[src/bounded_deque_engine_assert.svh]
// ----------------------------------------------------------------------------
// Assertion macros for the bounded deque engine
// Clocked on clk, disabled while arst_n is low.
// ----------------------------------------------------------------------------
`ifndef BOUNDED_DEQUE_ENGINE_ASSERT_SVH
`define BOUNDED_DEQUE_ENGINE_ASSERT_SVH

// Same-cycle implication
`define BDE_ASSERT_IMP(lbl, ante, cons, msg) \
	lbl: assert property (@(posedge clk) disable iff (!arst_n) (ante) |-> (cons)) \
		else $error(msg);

// Next-cycle implication
`define BDE_ASSERT_NXT(lbl, ante, cons, msg) \
	lbl: assert property (@(posedge clk) disable iff (!arst_n) (ante) |=> (cons)) \
		else $error(msg);

`endif

[src/bde_pkg.sv]
// ----------------------------------------------------------------------------
// bde_pkg
// Types, codes and sizes shared by the bounded deque engine files.
// ----------------------------------------------------------------------------
package bde_pkg;

	localparam int CAPACITY = 16;
	localparam int VALUE_W  = 32;
	localparam int IDX_W    = $clog2(CAPACITY);
	localparam int CNT_W    = $clog2(CAPACITY + 1);

	typedef enum logic [3:0] {
		ACT_PUSH_FRONT = 4'd0,
		ACT_PUSH_BACK  = 4'd1,
		ACT_POP_FRONT  = 4'd2,
		ACT_POP_BACK   = 4'd3,
		ACT_CLEAR      = 4'd4,
		ACT_REMOVE     = 4'd5,
		ACT_DUMP_ALL   = 4'd6,
		ACT_DUMP_FIRST = 4'd7,
		ACT_DUMP_LAST  = 4'd8
	} action_t;

	typedef enum logic [1:0] {
		STAT_OK        = 2'd0,
		STAT_FULL      = 2'd1,
		STAT_EMPTY     = 2'd2,
		STAT_NOT_FOUND = 2'd3
	} status_t;

	typedef enum logic [2:0] {
		S_IDLE,
		S_EMIT,
		S_SEARCH,
		S_SHIFT,
		S_DSETUP,
		S_DUMP
	} state_t;

	typedef struct packed {
		logic [3:0]         action;
		logic signed [31:0] item_value;
		logic [7:0]         dump_count;
	} req_t;

	typedef struct packed {
		logic signed [31:0] out_value;
		logic               has_value;
		logic               last_of_run;
		logic [1:0]         status;
	} rsp_t;

endpackage

[src/bde_ram.sv]
// ----------------------------------------------------------------------------
// bde_ram
// Generic single-write, single-read RAM with registered, enabled read.
// ----------------------------------------------------------------------------
module bde_ram #(
	parameter int WIDTH = 32,
	parameter int DEPTH = 16
) (
	input  logic                     clk,
	input  logic                     we,
	input  logic [$clog2(DEPTH)-1:0] waddr,
	input  logic [WIDTH-1:0]         wdata,
	input  logic                     re,
	input  logic [$clog2(DEPTH)-1:0] raddr,
	output logic [WIDTH-1:0]         rdata
);

	logic [WIDTH-1:0] mem_q [DEPTH];
	logic [WIDTH-1:0] rdata_q;

	// Write port
	always_ff @(posedge clk) begin
		if (we) begin
			mem_q[waddr] <= wdata;
		end
	end

	// Read port, hold data while not enabled
	always_ff @(posedge clk) begin
		if (re) begin
			rdata_q <= mem_q[raddr];
		end
	end

	assign rdata = rdata_q;

endmodule

[src/bounded_deque_engine.sv]
// ----------------------------------------------------------------------------
// bounded_deque_engine
// Bounded double-ended queue of signed values with search-remove and dumps.
// ----------------------------------------------------------------------------
// Usage:
//   Requests enter on req (valid/ready); results leave on rsp (valid/ready).
//   req_ready is high only while the sequencer is idle; one request is worked
//   at a time. Entries sit in a circular RAM with a registered read port.
//   Push, pop, clear and unused codes: one status beat per request.
//   Remove by value: walks the entries one per cycle through the RAM read
//   port, then shifts the tail down one entry per cycle.
//   Dumps: a set-up state fetches the first entry, then one beat per entry
//   each cycle the output register is free, the final beat flagged last_of_run.
//   An empty dump gives one beat with has_value low.
//   A result beat waits in an output register; while it waits with rsp_ready
//   low, emit and dump states hold, RAM read data holds, no result is lost.
//   Reset clears the count, the front position and the sequencer; the RAM
//   contents are left as they are and never read before being written.
// ----------------------------------------------------------------------------
`include "bounded_deque_engine_assert.svh"

module bounded_deque_engine (
	input  logic          clk,
	input  logic          arst_n,
	input  logic          req_valid,
	output logic          req_ready,
	input  bde_pkg::req_t req,
	output logic          rsp_valid,
	input  logic          rsp_ready,
	output bde_pkg::rsp_t rsp
);

	localparam int IDX_W = bde_pkg::IDX_W;
	localparam int CNT_W = bde_pkg::CNT_W;
	localparam int SUM_W = CNT_W + 1;
	localparam int CMP_W = (CNT_W > 8) ? CNT_W : 8;

	bde_pkg::state_t state_q, state_d;
	logic [IDX_W-1:0] front_q, front_d;
	logic [CNT_W-1:0] count_q, count_d;
	logic [CNT_W-1:0] ptr_q, ptr_d;
	logic [CNT_W-1:0] end_q, end_d;
	logic [31:0]      value_q, value_d;
	logic [1:0]       emit_status_q, emit_status_d;
	logic             out_valid_q;
	bde_pkg::rsp_t    out_q, out_d;
	logic             out_load;
	logic             out_free;
	logic             accept;

	logic             ram_we;
	logic [IDX_W-1:0] ram_waddr;
	logic [31:0]      ram_wdata;
	logic             ram_re;
	logic [IDX_W-1:0] ram_raddr;
	logic [31:0]      ram_rdata;

	logic [CMP_W-1:0] dc_ext;
	logic [CMP_W-1:0] cnt_ext;
	logic [CNT_W-1:0] dump_n;

	// Map a front-relative offset onto a RAM slot
	function automatic logic [IDX_W-1:0] slot_of(input logic [IDX_W-1:0] base,
		input logic [CNT_W-1:0] off);
		logic [SUM_W-1:0] sum;
		sum = SUM_W'(base) + SUM_W'(off);
		if (sum >= SUM_W'(bde_pkg::CAPACITY)) begin
			sum = sum - SUM_W'(bde_pkg::CAPACITY);
		end
		return sum[IDX_W-1:0];
	endfunction

	bde_ram #(
		.WIDTH(bde_pkg::VALUE_W),
		.DEPTH(bde_pkg::CAPACITY)
	) u_ram (
		.clk  (clk),
		.we   (ram_we),
		.waddr(ram_waddr),
		.wdata(ram_wdata),
		.re   (ram_re),
		.raddr(ram_raddr),
		.rdata(ram_rdata)
	);

	assign req_ready = (state_q == bde_pkg::S_IDLE);
	assign accept    = req_valid && req_ready;
	assign out_free  = !out_valid_q || rsp_ready;
	assign rsp_valid = out_valid_q;
	assign rsp       = out_q;

	// Clip the dump length to the stored count
	assign dc_ext  = CMP_W'(req.dump_count);
	assign cnt_ext = CMP_W'(count_q);
	assign dump_n  = (dc_ext > cnt_ext) ? count_q : dc_ext[CNT_W-1:0];

	// Sequencer: next state, RAM controls and result beats
	always_comb begin
		state_d       = state_q;
		front_d       = front_q;
		count_d       = count_q;
		ptr_d         = ptr_q;
		end_d         = end_q;
		value_d       = value_q;
		emit_status_d = emit_status_q;
		out_load      = 1'b0;
		out_d         = '0;
		ram_we        = 1'b0;
		ram_waddr     = front_q;
		ram_wdata     = req.item_value;
		ram_re        = 1'b0;
		ram_raddr     = front_q;

		unique case (state_q)
			bde_pkg::S_IDLE: begin
				if (accept) begin
					state_d       = bde_pkg::S_EMIT;
					emit_status_d = bde_pkg::STAT_OK;
					unique case (req.action)
						bde_pkg::ACT_PUSH_FRONT: begin
							if (count_q == CNT_W'(bde_pkg::CAPACITY)) begin
								emit_status_d = bde_pkg::STAT_FULL;
							end else begin
								front_d   = (front_q == '0) ?
									IDX_W'(bde_pkg::CAPACITY - 1) : front_q - IDX_W'(1);
								ram_we    = 1'b1;
								ram_waddr = front_d;
								count_d   = count_q + CNT_W'(1);
							end
						end
						bde_pkg::ACT_PUSH_BACK: begin
							if (count_q == CNT_W'(bde_pkg::CAPACITY)) begin
								emit_status_d = bde_pkg::STAT_FULL;
							end else begin
								ram_we    = 1'b1;
								ram_waddr = slot_of(front_q, count_q);
								count_d   = count_q + CNT_W'(1);
							end
						end
						bde_pkg::ACT_POP_FRONT: begin
							if (count_q == '0) begin
								emit_status_d = bde_pkg::STAT_EMPTY;
							end else begin
								count_d = count_q - CNT_W'(1);
								front_d = (count_d == '0) ? '0 : slot_of(front_q, CNT_W'(1));
							end
						end
						bde_pkg::ACT_POP_BACK: begin
							if (count_q == '0) begin
								emit_status_d = bde_pkg::STAT_EMPTY;
							end else begin
								count_d = count_q - CNT_W'(1);
								if (count_d == '0) begin
									front_d = '0;
								end
							end
						end
						bde_pkg::ACT_CLEAR: begin
							count_d = '0;
							front_d = '0;
						end
						bde_pkg::ACT_REMOVE: begin
							if (count_q == '0) begin
								emit_status_d = bde_pkg::STAT_EMPTY;
							end else begin
								// Start the walk at the front entry
								value_d   = req.item_value;
								ptr_d     = '0;
								ram_re    = 1'b1;
								ram_raddr = front_q;
								state_d   = bde_pkg::S_SEARCH;
							end
						end
						bde_pkg::ACT_DUMP_ALL: begin
							if (count_q != '0) begin
								ptr_d   = '0;
								end_d   = count_q;
								state_d = bde_pkg::S_DSETUP;
							end
						end
						bde_pkg::ACT_DUMP_FIRST: begin
							if (dump_n != '0) begin
								ptr_d   = '0;
								end_d   = dump_n;
								state_d = bde_pkg::S_DSETUP;
							end
						end
						bde_pkg::ACT_DUMP_LAST: begin
							if (dump_n != '0) begin
								ptr_d   = count_q - dump_n;
								end_d   = count_q;
								state_d = bde_pkg::S_DSETUP;
							end
						end
						default: begin
							emit_status_d = bde_pkg::STAT_OK;
						end
					endcase
				end
			end

			bde_pkg::S_EMIT: begin
				// Hand one status beat to the output register
				if (out_free) begin
					out_load          = 1'b1;
					out_d.out_value   = '0;
					out_d.has_value   = 1'b0;
					out_d.last_of_run = 1'b1;
					out_d.status      = emit_status_q;
					state_d           = bde_pkg::S_IDLE;
				end
			end

			bde_pkg::S_SEARCH: begin
				// Compare the entry at ptr, prefetch the next one
				if (ram_rdata == value_q) begin
					if (ptr_q + CNT_W'(1) == count_q) begin
						count_d       = count_q - CNT_W'(1);
						if (count_d == '0) begin
							front_d = '0;
						end
						emit_status_d = bde_pkg::STAT_OK;
						state_d       = bde_pkg::S_EMIT;
					end else begin
						ram_re    = 1'b1;
						ram_raddr = slot_of(front_q, ptr_q + CNT_W'(1));
						state_d   = bde_pkg::S_SHIFT;
					end
				end else if (ptr_q + CNT_W'(1) == count_q) begin
					emit_status_d = bde_pkg::STAT_NOT_FOUND;
					state_d       = bde_pkg::S_EMIT;
				end else begin
					ram_re    = 1'b1;
					ram_raddr = slot_of(front_q, ptr_q + CNT_W'(1));
					ptr_d     = ptr_q + CNT_W'(1);
				end
			end

			bde_pkg::S_SHIFT: begin
				// Move entry ptr+1 down into ptr, prefetch ptr+2
				ram_we    = 1'b1;
				ram_waddr = slot_of(front_q, ptr_q);
				ram_wdata = ram_rdata;
				if (ptr_q + CNT_W'(2) == count_q) begin
					count_d       = count_q - CNT_W'(1);
					emit_status_d = bde_pkg::STAT_OK;
					state_d       = bde_pkg::S_EMIT;
				end else begin
					ram_re    = 1'b1;
					ram_raddr = slot_of(front_q, ptr_q + CNT_W'(2));
					ptr_d     = ptr_q + CNT_W'(1);
				end
			end

			bde_pkg::S_DSETUP: begin
				// Fetch the first dumped entry
				ram_re    = 1'b1;
				ram_raddr = slot_of(front_q, ptr_q);
				state_d   = bde_pkg::S_DUMP;
			end

			bde_pkg::S_DUMP: begin
				// Send one entry per free output slot, prefetch the next
				if (out_free) begin
					out_load          = 1'b1;
					out_d.out_value   = ram_rdata;
					out_d.has_value   = 1'b1;
					out_d.last_of_run = (ptr_q + CNT_W'(1) == end_q);
					out_d.status      = bde_pkg::STAT_OK;
					if (ptr_q + CNT_W'(1) == end_q) begin
						state_d = bde_pkg::S_IDLE;
					end else begin
						ram_re    = 1'b1;
						ram_raddr = slot_of(front_q, ptr_q + CNT_W'(1));
						ptr_d     = ptr_q + CNT_W'(1);
					end
				end
			end

			default: begin
				state_d = bde_pkg::S_IDLE;
			end
		endcase
	end

	// Control state
	always_ff @(posedge clk or negedge arst_n) begin
		if (!arst_n) begin
			state_q     <= bde_pkg::S_IDLE;
			front_q     <= '0;
			count_q     <= '0;
			ptr_q       <= '0;
			end_q       <= '0;
			out_valid_q <= 1'b0;
		end else begin
			state_q <= state_d;
			front_q <= front_d;
			count_q <= count_d;
			ptr_q   <= ptr_d;
			end_q   <= end_d;
			if (out_load) begin
				out_valid_q <= 1'b1;
			end else if (rsp_ready) begin
				out_valid_q <= 1'b0;
			end
		end
	end

	// Payload registers
	always_ff @(posedge clk) begin
		value_q       <= value_d;
		emit_status_q <= emit_status_d;
		if (out_load) begin
			out_q <= out_d;
		end
	end

	`BDE_ASSERT_IMP(a_out_no_overwrite, out_load, !out_valid_q || rsp_ready,
		"result beat loaded over an untaken one")
	`BDE_ASSERT_IMP(a_empty_front_zero, count_q == '0, front_q == '0,
		"empty queue with nonzero front position")
	`BDE_ASSERT_IMP(a_ram_no_collide, ram_we && ram_re, ram_waddr != ram_raddr,
		"shift writes the slot it prefetches")
	`BDE_ASSERT_NXT(a_dump_range, state_q == bde_pkg::S_DSETUP,
		state_q == bde_pkg::S_DUMP && ptr_q < end_q && end_q <= count_q,
		"dump walk outside stored entries")

endmodule

[config.mk]
export PLATFORM = sky130hd
export DESIGN_NAME = bounded_deque_engine
export DESIGN_NICKNAME = d
export VERILOG_FILES = /design/src/bde_pkg.sv /design/src/bde_ram.sv /design/src/bounded_deque_engine.sv
export VERILOG_INCLUDE_DIRS = /design/src /design/src/src
export SDC_FILE = /design/constraint.sdc
export NUM_CORES = 1
export LEC_CHECK = 0
export ABC_AREA = 1
export BUFFER_PORTS_ARGS = -buffer_cell sky130_fd_sc_hd__buf_2
export CAP_MARGIN = 10
export CELL_PAD_IN_SITES_DETAIL_PLACEMENT = 1
export CELL_PAD_IN_SITES_GLOBAL_PLACEMENT = 2
export CORE_AREA = 4 4 218 305
export CTS_BUF_LIST = sky130_fd_sc_hd__clkbuf_8
export DETAILED_ROUTE_END_ITERATION = 8
export DIE_AREA = 0 0 222 309
export PLACE_DENSITY = 0.9
export SLEW_MARGIN = 10
export SYNTH_ARGS = -nofsm -noshare
export SYNTH_HDL_FRONTEND = slang
export SYNTH_SLANG_ARGS = --single-unit
[constraint.sdc]
create_clock -name clk -period 6 [get_ports clk]
set_clock_uncertainty 0.05 [all_clocks]
set_input_delay 0.6 -clock clk [delete_from_list [all_inputs] [get_ports clk]]
set_output_delay 0.6 -clock clk [all_outputs]
set_load 0.02 [all_outputs]
==> impl_metrics.tcl <==
set metrics [dict create \
    synth_warnings 0 \
    fillers 6936 \
    die_x_um 222 \
    finalMaxSlewViolations 0 \
    crit_top_cell "nand2_1" \
    regToRegSetupSlack_ns 1.35 \
    grt_pass1_vias 23550 \
    synthCells 2786 \
    regArea_sq_um 19010 \
    crit_chain "ha_1 > nand2_1 > nand2_1 > nand2_1 > nand2_1 > nor2_1 > nand3_1 > nand2_2 > nand3_1 > nand3_4 > nand2_8 > buf_4 > nand2_1 > nand3_1 > nand3_1 > nand3_1 > nand2_1" \
    required_ns 6.38 \
    initial_core_util_pct 46.63 \
    r2r_start "ptr_q[0]$_DFFE_PN0P_" \
    rr_worst_depth 17 \
    hold_path_class "in2reg" \
    drt_iter0_markers 2001 \
    startpoint "ptr_q[0]$_DFFE_PN0P_" \
    gp_congestion 0.8826 \
    fmax_mhz 214.8 \
    avgViaCountPerCell 5.703 \
    finalHoldViolCount 0 \
    peakVddDrop_uv 643.1 \
    antenna_found_initial 2 \
    placementRows 110 \
    endpoint_kind "flip-flop" \
    cts_tree "built" \
    nets 2984 \
    ctsResizeCount 0 \
    hpwl_mm 55.17 \
    cp_max_fo 87 \
    path_class "reg2reg" \
    synth_edf_count 614 \
    fp.coreArea_sq_um 63860 \
    reg2reg_to "u_ram.rdata[15]$_DFFE_PP_" \
    multi_input_comb_area_sq_um 8641 \
    drc 0 \
    clock-sinks 637 \
    cts_buffers 97 \
    post_cts_buffers 0 \
    clock_latency_ns 0.70 \
    rsz0062_at_grt "no" \
    syn_area_sq_um 29780 \
    timing.slew.headroom_pct 15.38 \
    maxCapViolCount 0 \
    period_needed_ns 4.655 \
    grt_max_degree 221 \
    critical_path_arrival_ns 5.03 \
    root_buffer "clkbuf_8" \
    yosysSeqAreaShare_pct 63.84 \
    synthFlopType "edfxtp_1" \
    drt_pass1_iterations 5 \
    slowest_stage "nand2_8" \
    fin_setup_tns_ns 0 \
    crit_family "simple AND/OR/NAND/NOR gates" \
    mostFrequentLayoutCells "edfxtp_1 (614), nand2_1 (531), nand3_1 (523)" \
    overflow 0 \
    syn_area_per_cell_sq_um 10.69 \
    finalSetupViolCount 0 \
    clk_path_buf_depth 3 \
    grt_usage_pct 26.49 \
    syn-num-nets 2867 \
    dieArea_sq_um 68600 \
    worstMarginPinSlew_ns 1.269 \
    port_buffers 85 \
    worstSetupStartpointType "flip-flop" \
    die_h_um 309 \
    synth_cell_types 48 \
    async_reset_ff_share_pct 3.611 \
    status "complete, no violations" \
    cts_hold_buffers 11 \
    clkSlewWorstSetupHoldPaths_ns 0.06 \
    grt_pass1_wl_mm 139.9 \
    synth_seq_cells 637 \
    h-tree-depth 3 \
    worst-path-buf-inv 1 \
    fin_crit_sh_pct 77.58 \
    hold_slack_ns 0.05258 \
    p_leak_nw 13.34 \
    wl_per_cell_um 24.10 \
    drive_gt1_share_pct 11.45 \
    path_depth 17 \
    final_common_cell "edfxtp_1" \
    drtAntennaViolNets 0 \
    cpPeakStageDelay_ns 0.80 \
    power_density_nw_per_um2 513.7 \
    syn2layout_area_growth_pct 11.22 \
    ioPinCount 86 \
    drt_wl_total_mm 92.02 \
    cp-endpoint "u_ram.rdata[15]$_DFFE_PP_" \
    num_vias 21770 \
]
-- metrics by stage --
stage | power, mW | area (sq um) | utilization (%) | cells | setup slack (ns)
floorplan | 11.27 | 29780 | - | 2786 | 1.926
detailed placement | 13.70 | 31250 | 48.93 | 3633 | 1.330
global route | 18.09 | 33120 | 51.87 | 3818 | 1.058
global placement | 13.43 | 31240 | 48.91 | 3632 | 1.463
CTS | 17.10 | 33110 | 51.85 | 3817 | 1.354
finish | 17.01 | 33120 | 51.87 | 3818 | 1.345
-- logic make-up (layout without fill, tap and decap cells) --
family                     after synthesis  after routing  share of synthesized area [%]
other                                    0              1                              0
AOI/OAI and AO/OA                      127            127                          2.420
adders and majority gates               33             33                          1.513
DFF                                    637            637                          63.84
buffers and inverters                  528            719                          7.911
and+or+nand+nor                       1415           1415                          22.96
xor gates and xnor gates                46             46                          1.353
-- power by group --
part	switching (mW)	leakage [nW]	internal [mW]	total, mW
sequential	0.257	5.85	5.43	5.69
clock	1.71	0.995	1.65	3.36
combinational	5.70	6.49	2.26	7.96
total	7.67	13.3	9.35	17.0
-- metal layers --
metal	wire length, um	up-vias	global-route usage [%]	share of wire [%]
li1	-	9733	-	-
met1	35540	10980	32.58	39
met2	46860	811	47.15	51
met3	5609	247	3.645	6.1
met4	3994	2	11.33	4.3
met5	13	-	0	0.014
-- cell usage after synthesis, types with 2 or more instances --
master | instances | area share [%]
clkbuf_1 | 18 | 0.23
nand2_1 | 531 | 6.7
nand3_2 | 2 | 0.067
a22oi_1 | 2 | 0.050
nor2_1 | 111 | 1.4
fa_1 | 5 | 0.34
a211oi_1 | 2 | 0.050
and3_1 | 3 | 0.063
buf_2 | 87 | 1.5
o2111ai_1 | 2 | 0.059
nand4_1 | 14 | 0.29
or2_2 | 5 | 0.11
ha_1 | 28 | 1.2
inv_1 | 364 | 4.6
buf_8 | 4 | 0.20
o21ai_1 | 5 | 0.084
xor2_1 | 29 | 0.85
edfxtp_1 | 614 | 62
nand3_1 | 524 | 8.8
buf_4 | 15 | 0.38
o31ai_1 | 3 | 0.076
nor2_4 | 2 | 0.076
nor2_2 | 7 | 0.15
a21oi_1 | 20 | 0.34
inv_2 | 13 | 0.16
buf_1 | 4 | 0.050
a21o_1 | 2 | 0.050
o22ai_1 | 7 | 0.15
dfrtp_1 | 23 | 1.9
nand2_2 | 9 | 0.19
o21ai_0 | 68 | 1.1
nor3b_1 | 2 | 0.050
buf_6 | 21 | 0.79
nand3b_1 | 192 | 4.8
xnor2_1 | 17 | 0.50
o211ai_1 | 10 | 0.25
nor3_1 | 10 | 0.17
-- state kept, by name, indices dropped and copies added (netlist names) --
name / count
value_q: 32
u_ram.rdata: 32
count_q: 5
end_q: 5
rsp: 36
ptr_q: 5
rsp_valid: 1
u_ram.mem_q: 512
front_q: 4
state_q: 3
emit_status_q: 2
-- worst min-delay path by stage --
stage / startpoint / end / slack [ns] / depth (start not counted)
floorplan: arst_n / count_q[0]$_DFFE_PN0P_ / 0.25 / 0
finish: req[24] / value_q[16]$_DFFE_PP_ / 0.05 / 1
detailed placement: state_q[0]$_DFFE_PN0P_ / state_q[0]$_DFFE_PN0P_ / 0.49 / 2
global route: req[24] / value_q[16]$_DFFE_PP_ / 0.03 / 1
CTS: req[34] / value_q[26]$_DFFE_PP_ / 0.001 / 1
global placement: ptr_q[4]$_DFFE_PN0P_ / ptr_q[4]$_DFFE_PN0P_ / 0.49 / 2
-- final cells by class --
cell class,instances,share of cell area (%)
diodes,1,0.007555
inverters,378,4.295
well taps,840,3.173
clock inverters,71,1.058
multi-input cells,1621,26.09
flip-flops and latches,637,57.40
repair buffers,168,3.740
clock buffers,102,4.238
(Power assumes the default switching activity.)
